--- config.mk ---
export PLATFORM = sky130hd
export DESIGN_NAME = binary_image_bounding_box
export DESIGN_NICKNAME = d
export VERILOG_FILES = /design/src/sv/bib_pkg.sv /design/src/sv/binary_image_bounding_box.sv /design/src/sv/bib_step.sv
export SDC_FILE = /design/constraint.sdc
export NUM_CORES = 1
export LEC_CHECK = 0
export ABC_AREA = 1
export BUFFER_PORTS_ARGS = -buffer_cell sky130_fd_sc_hd__buf_2
export CORE_ASPECT_RATIO = 0.7
export CORE_UTILIZATION = 43
export CTS_CLUSTER_DIAMETER = 100
export CTS_CLUSTER_SIZE = 16
export DETAILED_ROUTE_END_ITERATION = 7
export GPL_TIMING_DRIVEN = 0
export PLACE_DENSITY_LB_ADDON = 0.3
export SYNTH_ARGS = -nofsm -noshare
export SYNTH_HDL_FRONTEND = slang
export SYNTH_SLANG_ARGS = --single-unit
export TNS_END_PERCENT = 1
--- constraint.sdc ---
create_clock -name clk_i -period 4.9 [get_ports clk_i]
set_input_delay 0.245 -clock clk_i [delete_from_list [all_inputs] [get_ports clk_i]]
set_output_delay 0.245 -clock clk_i [all_outputs]
set_load 0.01 [all_outputs]
--- src/sv/bib_pkg.sv ---
`timescale 1ns / 1ps
package bib_pkg;

  localparam int unsigned MaxHeight    = 4096;
  localparam int unsigned MaxLineBytes = 512;

  // Configuration register indexes.
  localparam logic [1:0] CfgOneBitMode = 2'd0;
  localparam logic [1:0] CfgWidth      = 2'd1;
  localparam logic [1:0] CfgHeight     = 2'd2;
  localparam logic [1:0] CfgLineBytes  = 2'd3;

  typedef struct packed {
    logic        one_bit_mode;
    logic [12:0] width;
    logic [12:0] height;
    logic [9:0]  line_bytes;
  } cfg_t;

  typedef struct packed {
    logic [11:0] row_count;
    logic [8:0]  byte_col;
    logic [12:0] min_drow;
    logic [11:0] max_drow;
    logic [12:0] min_col;
    logic [11:0] max_col;
    logic        any_set;
  } frame_t;

  typedef struct packed {
    logic [12:0] top_row;
    logic [11:0] bottom_row;
    logic [12:0] left_col;
    logic [11:0] right_col;
    logic        empty_frame;
  } result_t;

  localparam frame_t FrameClear = '{
    row_count: '0,
    byte_col:  '0,
    min_drow:  '1,
    max_drow:  '0,
    min_col:   '1,
    max_col:   '0,
    any_set:   1'b0
  };

  // Offset from the MSB of the leftmost set pixel.
  function automatic logic [2:0] first_set(input logic [7:0] b);
    logic [2:0] idx;
    idx = 3'd0;
    for (int k = 7; k >= 0; k--) begin
      if (b[7-k]) begin
        idx = 3'(k);
      end
    end
    return idx;
  endfunction

  // Offset from the MSB of the rightmost set pixel.
  function automatic logic [2:0] last_set(input logic [7:0] b);
    logic [2:0] idx;
    idx = 3'd7;
    for (int k = 0; k < 8; k++) begin
      if (b[7-k]) begin
        idx = 3'(k);
      end
    end
    return idx;
  endfunction

endpackage

--- src/sv/binary_image_bounding_box.sv ---
`timescale 1ns / 1ps
// Takes one pixel byte per cycle. An accepted byte lands in the input register and is folded
// into the running box from there; the result of a frame is loaded into the result register
// as its last byte is folded. Throughput is one byte per cycle; only a frame-end byte waits,
// and only while the result register still holds an untaken result.
// Reset restores the register defaults, clears the frame counters and empties both stages.
module binary_image_bounding_box (
  input  logic        clk_i,
  input  logic        rst_ni,
  input  logic        in_valid_i,
  output logic        in_ready_o,
  input  logic [7:0]  pixel_byte_i,
  output logic        out_valid_o,
  input  logic        out_ready_i,
  output logic [12:0] top_row_o,
  output logic [11:0] bottom_row_o,
  output logic [12:0] left_col_o,
  output logic [11:0] right_col_o,
  output logic        empty_frame_o,
  input  logic        cfg_we_i,
  input  logic [1:0]  cfg_idx_i,
  input  logic [12:0] cfg_data_i
);

  bib_pkg::cfg_t    cfg_q;
  bib_pkg::frame_t  frame_q;
  bib_pkg::frame_t  frame_d;
  bib_pkg::result_t result_d;
  bib_pkg::result_t out_q;
  logic             s1_valid_q;
  logic [7:0]       s1_byte_q;
  logic             out_valid_q;
  logic             frame_end;
  logic             out_free;
  logic             s1_fire;
  logic             in_accept;

  bib_step u_step (
    .cfg_i        (cfg_q),
    .frame_i      (frame_q),
    .pixel_byte_i (s1_byte_q),
    .frame_o      (frame_d),
    .frame_end_o  (frame_end),
    .result_o     (result_d)
  );

  assign out_free   = !out_valid_q || out_ready_i;
  assign s1_fire    = s1_valid_q && (!frame_end || out_free);
  assign in_ready_o = !s1_valid_q || s1_fire;
  assign in_accept  = in_valid_i && in_ready_o;

  always_ff @(posedge clk_i or negedge rst_ni) begin
    if (!rst_ni) begin
      cfg_q.one_bit_mode <= 1'b1;
      cfg_q.width        <= 13'(bib_pkg::MaxHeight);
      cfg_q.height       <= 13'(bib_pkg::MaxHeight);
      cfg_q.line_bytes   <= 10'(bib_pkg::MaxLineBytes);
    end else if (cfg_we_i) begin
      unique case (cfg_idx_i)
        bib_pkg::CfgOneBitMode: cfg_q.one_bit_mode <= cfg_data_i[0];
        bib_pkg::CfgWidth:      cfg_q.width        <= cfg_data_i;
        bib_pkg::CfgHeight:     cfg_q.height       <= cfg_data_i;
        bib_pkg::CfgLineBytes:  cfg_q.line_bytes   <= cfg_data_i[9:0];
      endcase
    end
  end

  always_ff @(posedge clk_i or negedge rst_ni) begin
    if (!rst_ni) begin
      s1_valid_q  <= 1'b0;
      out_valid_q <= 1'b0;
      frame_q     <= bib_pkg::FrameClear;
    end else begin
      if (in_accept) begin
        s1_valid_q <= 1'b1;
      end else if (s1_fire) begin
        s1_valid_q <= 1'b0;
      end
      if (s1_fire && frame_end) begin
        out_valid_q <= 1'b1;
      end else if (out_ready_i) begin
        out_valid_q <= 1'b0;
      end
      if (s1_fire) begin
        frame_q <= frame_d;
      end
    end
  end

  always_ff @(posedge clk_i) begin
    if (in_accept) begin
      s1_byte_q <= pixel_byte_i;
    end
    if (s1_fire && frame_end) begin
      out_q <= result_d;
    end
  end

  assign out_valid_o   = out_valid_q;
  assign top_row_o     = out_q.top_row;
  assign bottom_row_o  = out_q.bottom_row;
  assign left_col_o    = out_q.left_col;
  assign right_col_o   = out_q.right_col;
  assign empty_frame_o = out_q.empty_frame;

`ifndef ASSERT_OFF
  // A frame-end item always leaves a result behind it.
  assert property (@(posedge clk_i) disable iff (!rst_ni)
    s1_fire && frame_end |=> out_valid_q)
    else $error("frame end did not load the result register");

  // Once a pixel is seen, the running box is never inverted.
  assert property (@(posedge clk_i) disable iff (!rst_ni)
    frame_q.any_set |-> (frame_q.min_drow <= {1'b0, frame_q.max_drow}) &&
                        (frame_q.min_col <= {1'b0, frame_q.max_col}))
    else $error("running bounding box is inverted");

  // Without a set pixel the extremes still hold their cleared values.
  assert property (@(posedge clk_i) disable iff (!rst_ni)
    !frame_q.any_set |-> (frame_q.min_drow == '1) && (frame_q.max_drow == '0) &&
                         (frame_q.min_col == '1) && (frame_q.max_col == '0))
    else $error("extremes changed without a set pixel");
`endif

endmodule

--- src/sv/bib_step.sv ---
`timescale 1ns / 1ps
module bib_step (
  input  bib_pkg::cfg_t    cfg_i,
  input  bib_pkg::frame_t  frame_i,
  input  logic [7:0]       pixel_byte_i,
  output bib_pkg::frame_t  frame_o,
  output logic             frame_end_o,
  output bib_pkg::result_t result_o
);

  logic [12:0]     h;
  logic [12:0]     w;
  logic [9:0]      lb;
  logic [12:0]     h_m1;
  logic [12:0]     w_m1;
  logic [12:0]     rc_ext;
  logic [11:0]     drow;
  logic [11:0]     left_pix;
  logic [11:0]     right_pix;
  logic            row_end;
  bib_pkg::frame_t upd;

  always_comb begin
    if (cfg_i.height == 13'd0) begin
      h = 13'd1;
    end else if (cfg_i.height > 13'(bib_pkg::MaxHeight)) begin
      h = 13'(bib_pkg::MaxHeight);
    end else begin
      h = cfg_i.height;
    end
    if (cfg_i.width == 13'd0) begin
      w = 13'd1;
    end else if (cfg_i.width > 13'(bib_pkg::MaxHeight)) begin
      w = 13'(bib_pkg::MaxHeight);
    end else begin
      w = cfg_i.width;
    end
    if (cfg_i.line_bytes == 10'd0) begin
      lb = 10'd1;
    end else if (cfg_i.line_bytes > 10'(bib_pkg::MaxLineBytes)) begin
      lb = 10'(bib_pkg::MaxLineBytes);
    end else begin
      lb = cfg_i.line_bytes;
    end
  end

  assign h_m1   = h - 13'd1;
  assign w_m1   = w - 13'd1;
  assign rc_ext = {1'b0, frame_i.row_count};

  // Stored rows past the frame height fold onto display row 0.
  always_comb begin
    logic [12:0] diff;
    diff = h_m1 - rc_ext;
    drow = (rc_ext <= h_m1) ? diff[11:0] : 12'd0;
  end

  assign left_pix  = {frame_i.byte_col, bib_pkg::first_set(pixel_byte_i)};
  assign right_pix = {frame_i.byte_col, bib_pkg::last_set(pixel_byte_i)};

  always_comb begin
    upd = frame_i;
    if (pixel_byte_i != 8'd0) begin
      if ({1'b0, drow} < frame_i.min_drow) begin
        upd.min_drow = {1'b0, drow};
      end
      if (drow > frame_i.max_drow) begin
        upd.max_drow = drow;
      end
      if ({1'b0, left_pix} < frame_i.min_col) begin
        upd.min_col = {1'b0, left_pix};
      end
      if (right_pix > frame_i.max_col) begin
        upd.max_col = right_pix;
      end
      upd.any_set = 1'b1;
    end
  end

  assign row_end     = ({1'b0, frame_i.byte_col} + 10'd1) >= lb;
  assign frame_end_o = row_end && ((rc_ext + 13'd1) >= h);

  always_comb begin
    frame_o = upd;
    if (frame_end_o) begin
      frame_o = bib_pkg::FrameClear;
    end else if (row_end) begin
      frame_o.byte_col  = 9'd0;
      frame_o.row_count = frame_i.row_count + 12'd1;
    end else begin
      frame_o.byte_col  = frame_i.byte_col + 9'd1;
    end
  end

  always_comb begin
    logic [9:0] lb_p1;
    lb_p1 = lb + 10'd1;
    if (!cfg_i.one_bit_mode) begin
      result_o.top_row     = 13'd0;
      result_o.bottom_row  = h_m1[11:0];
      result_o.left_col    = 13'd0;
      result_o.right_col   = w_m1[11:0];
      result_o.empty_frame = 1'b0;
    end else if (!upd.any_set) begin
      result_o.top_row     = h;
      result_o.bottom_row  = 12'd0;
      result_o.left_col    = {lb_p1, 3'b000};
      result_o.right_col   = 12'd0;
      result_o.empty_frame = 1'b1;
    end else begin
      result_o.top_row     = upd.min_drow;
      result_o.bottom_row  = upd.max_drow;
      result_o.left_col    = upd.min_col;
      result_o.right_col   = upd.max_col;
      result_o.empty_frame = 1'b0;
    end
  end

endmodule

Word level (Yosys, flattened, before mapping)
Index checks and enable logic that the tools add are counted.

storage, ports and cells
  input bits = 28
  word-level logic and storage cells = 103
  bits in registers = 170
  output and inout bits = 53

cells by class
  order comparisons = 10
  reduce and logical (&&, ||, !) cells = 24
  add/subtract/negate cells = 8
  equality and inequality tests = 3
  mux-type cells = 38

operators with widths
  kind                     count
  $mux W51                 3
  $mux W12                 6
  $mux W13                 4
  $mux W3                  16
  $mux W38                 1
  $gt A13 B13 Y1 const B   2
  $logic_not A13 Y1        2
  $lt A12 B13 Y1           2
  $gt A12 B12 Y1           2
  $mux W21                 1
  $mux W10                 2
  $add A12 B1 Y13 const B  1
  $ge A13 B13 Y1           1
  $le A12 B13 Y1           1
  $sub A13 B1 Y13 const B  1
  $add A12 B1 Y12 const B  1
  $reduce_and A2 Y1        6
  $sub A12 B1 Y12 const B  1
  $sub A12 B12 Y12         1
  $add A10 B1 Y10 const B  1
  $add A9 B1 Y10 const B   1
  $ge A10 B10 Y1           1
  $gt A10 B10 Y1 const B   1
  $logic_not A10 Y1        1
  other kinds (11)         24

Longest topological paths before layout
  depth after elaboration = 13
  depth in mapped cells = 36
  gate-level depth less buffers = 34

Cells and area by module
From an unflattened synthesis, not the netlist that was laid out.

second synthesis, totals
  cells, all modules = 1524
  area, all modules = 11534.8 µm²

by module, submodules not included
  module                     area an instance (µm²)  times used  sequential area each (µm²)  cells an instance
  binary_image_bounding_box  6117.1                  1           4586.9                      518
  bib_step                   5417.7                  1           0.0                         1006

Least setup slack after synthesis
Ideal clock, no wire load.

  path type = register to register
  from = register cfg_q[17] (netlist bit)
  to = register out_q, in the netlist bottom_row_o[5] (data pin)
  buffers on the path = 3
  data required time = 4.626 ns
  arrival time = 4.944 ns
  setup slack = -0.318 ns
  library setup time = 0.274 ns
  cell stages (with the launch flop) = 36
  cell sequence = dfrtp_1 > nor2_1 > nand2_1 > nor2_2 > nand2_1 > nand2_2 > buf_6 > nand2_1 > ha_1 > nand2_2 > xnor2_1 > inv_1 > ha_1 > clkbuf_1 > nand2_1 > or2_2 > o211ai_1 > a21oi_1 > inv_1 > a21oi_1 > nor2_1 > nor2_1 > xnor2_1 > nand2_1 > inv_1 > ha_1 > nand4_1 > nor2_1 > inv_1 > nor2_1 > nor4_1 > a221oi_1 > clkbuf_1 > nand2_1 > o21ai_0 > o22ai_1

RTL lines
  what                  line                             source
  start, declared       binary_image_bounding_box.sv:25  bib_pkg::cfg_t cfg_q;
  end signal, assigned  binary_image_bounding_box.sv:95  out_q <= result_d;
  end, declared         binary_image_bounding_box.sv:29  bib_pkg::result_t out_q;

==> flow_summary.toml <==
[worst_setup_path]
cp.arrival_ns = 5.47
crit_type = "reg -> reg"
crit_family = "simple AND/OR/NAND/NOR gates"
slowest_delay_ns = 0.42
crit_buf_inv = 9
worst-r2r-cell-count = 37
required_ns = 5.05
startpoint_type = "register"
crit_fanout = 6
cp-end-kind = "register"
r2r_setup_slack_ns = -0.42
worstReg2RegStart = "cfg_q[12]"
path_common_cell = "nor2_1"
r2r_end = "bottom_row_o[1]"
cpMaxStageDelayCell = "dfrtp_2"

[synth]
synth_ff_type = "dfrtp_1"
ys_seq_area_share_pct = 42.3
ys_types = 46
synthesis.instances = 1347
syn_nets = 1469
async_flop_share_pct = 65.3
synth_edf_count = 59
post-synth-top-area-cell = "dfrtp_1"
synth_seq_cells = 170
synth.top_cell.area_share_pct = 18.7
avgSynthCellArea_um2 = 8.05
yosysWarnings = 0
ys_top_cells_by_area = "dfrtp_1, edfxtp_1, ha_1"
synth_area_um2 = 10800

[cells_and_area]
area_growth_syn_to_layout_pct = 25.8
fillers = 2200
finalInstanceArea_um2 = 13600
insertedDiodeCount = 0
multi_input_area_um2 = 6000
drive_gt1_share_pct = 23.8
final_cell_mix = "nand2_1, inv_1, o21ai_0, nand3_1, buf_2"
final_nets = 1632
final_cells = 1848
regArea_um2 = 4590
final_common_cell = "nand2_1"

[timing]
rsz0062_at_grt = "true"
min_period_over_period_pct = 108
relSlewSlack_pct = 38.5
fin_crit_ns = 5.32
setup_viol = 46
worst_slew_pin_slew_ns = 0.923
worst_clock_skew_ns = 0.0112
slew_viol_final = 0
fin_ws_ns = -0.416
final-hold-violation-count = 0
clock.fmax_mhz = 188

[global_route]
grtUsageTotal_pct = 27.0
grt_pass1_wl_um = 52300
antenna_found_initial = 0
grt_max_degree = 84
grt_pass1_vias = 9289
gr-total-overflow = 0

[drt]
drtAntennaViolNets = 0
drt_iter0_markers = 1123
drt_first_pass_iters = 5
wl_met1_um = 16800
drcViolationCount = 0
maxUsedRoutingLayer = "met4"
via_count = 10300
routed_via_density = 5.57
wl_per_cell_um = 19.0
wl_met2_um = 13900
wl_um = 35100
wl_met3_um = 3830

[clocking]
cts_tree = "yes"
cts-root-buf = "clkbuf_16"
clkSlewWorstSetupHoldPaths_ns = 0.07
htreeDepth = 4
cts_buffer_depth = 2
cts_buffers = 17
cts.sinks = 170
clk_latency_ns = 0.45

[die]
start_util_pct = 43.9
ioPinCount = 81
die_h_um = 135
placementRows = 48
die-area_um2 = 25900
core_area_um2 = 24700
die_x_um = 192

[status]
status = "finished, violations left"
violations = "negative setup slack"

[job]
maxCapViolations = 0

[placement]
place.gp.congestion = 0.940
portBuffers = 80
dp_cells = 1754
place_area_um2 = 11700
dp_hpwl_um = 25300

[min_path]
min_to = "s1_valid_q"
min_from = "in_valid_i"
whs_path_depth = 3
hold_path_class = "in -> reg"
==> per-layer routing <==
metal	vias to the layer above	GRT usage (%)
met2	481	35.4
met4	0	7.23
met3	49	7.25
met5	-	0
li1	4843	-
met1	4912	42.6
==> sequential cells by signal (all words and copies together) (netlist names) <==
signal and count:
bottom_row_o 12, cfg_q 37, empty_frame_o 1, frame_q 72, left_col_o 13, out_valid_o 1, right_col_o 12, s1_byte_q 8
s1_valid_q 1, top_row_o 13
==> through the flow <==
stage	setup TNS (ns)	util (%)	hold slack [ns]	setup WS (ns)
final	-12.19	55.2	0.0525	-0.416
after global placement	-104.13	47.3	0.422	-1.31
after floorplan	0	-	-0.0506	0.0182
after global routing	-26.15	55.2	0.0856	-0.645
after detailed placement	-57.11	47.5	0.153	-1.33
after CTS	-14.39	51.6	0.0601	-0.459
==> cells in the mapped netlist, drive strengths merged (2+ instances only) <==
cell / instances
nand2: 288
inv: 215
o21ai: 138
ha: 93
nand3: 91
nor2: 91
dfrtp: 81
o22ai: 62
edfxtp: 59
a21oi: 48
clkbuf: 34
dfstp: 30
xor2: 24
nand4: 15
nor3: 11
nor4: 9
a211oi: 8
xnor2: 8
buf: 7
o211ai: 6
o21bai: 4
or2: 4
a32o: 3
clkinv: 3
nand3b: 3
a221oi: 2
o31ai: 2
==> timing repair <==
item	CTS	global route
endpoints found under the hold margin	37	0
setup buffers	16	34
pin swaps	8	47
hold buffers	10	0
endpoints found under the setup margin	79	144
gates cloned	0	2
gates resized for setup	69	136
==> worst max-delay path by stage <==
stage	start	to	slack (ns)	depth (start not counted)
floorplan	cfg_q[17]	top_row_o[10]	0.02	32
global placement	cfg_q[13]	top_row_o[10]	-1.31	32
detailed placement	cfg_q[13]	top_row_o[10]	-1.33	32
CTS	cfg_q[13]	bottom_row_o[11]	-0.46	35
global route	cfg_q[10]	bottom_row_o[11]	-0.65	36
finish	cfg_q[12]	bottom_row_o[1]	-0.42	37
==> final cells by class <==
cell class | count | share of cell area [%]
Multi-Input combinational cell | 918 | 44.0
Sequential cell | 170 | 33.7
Timing Repair Buffer | 144 | 7.38
Inverter | 218 | 6.11
Clock buffer | 17 | 3.12
Tap cell | 325 | 2.98
Buffer | 41 | 1.81
Clock inverter | 15 | 0.973
==> cells by family after synthesis <==
kind of cell / share of synthesized area [%]
simple gates: 20.5
compound gates: 14.5
buf+inv: 9.23
flops: 42.3
fa+ha+maj: 10.9
xor+xnor: 2.59
==> worst min-delay path, stage by stage <==
cell and delay [ns]:
buf_2 0.07, nand2_1 0.08, nand2_1 0.07
Power is left out: the tool's default activity adds up to more than one toggle a clock period on the data nets, which glitch-free logic cannot reach.
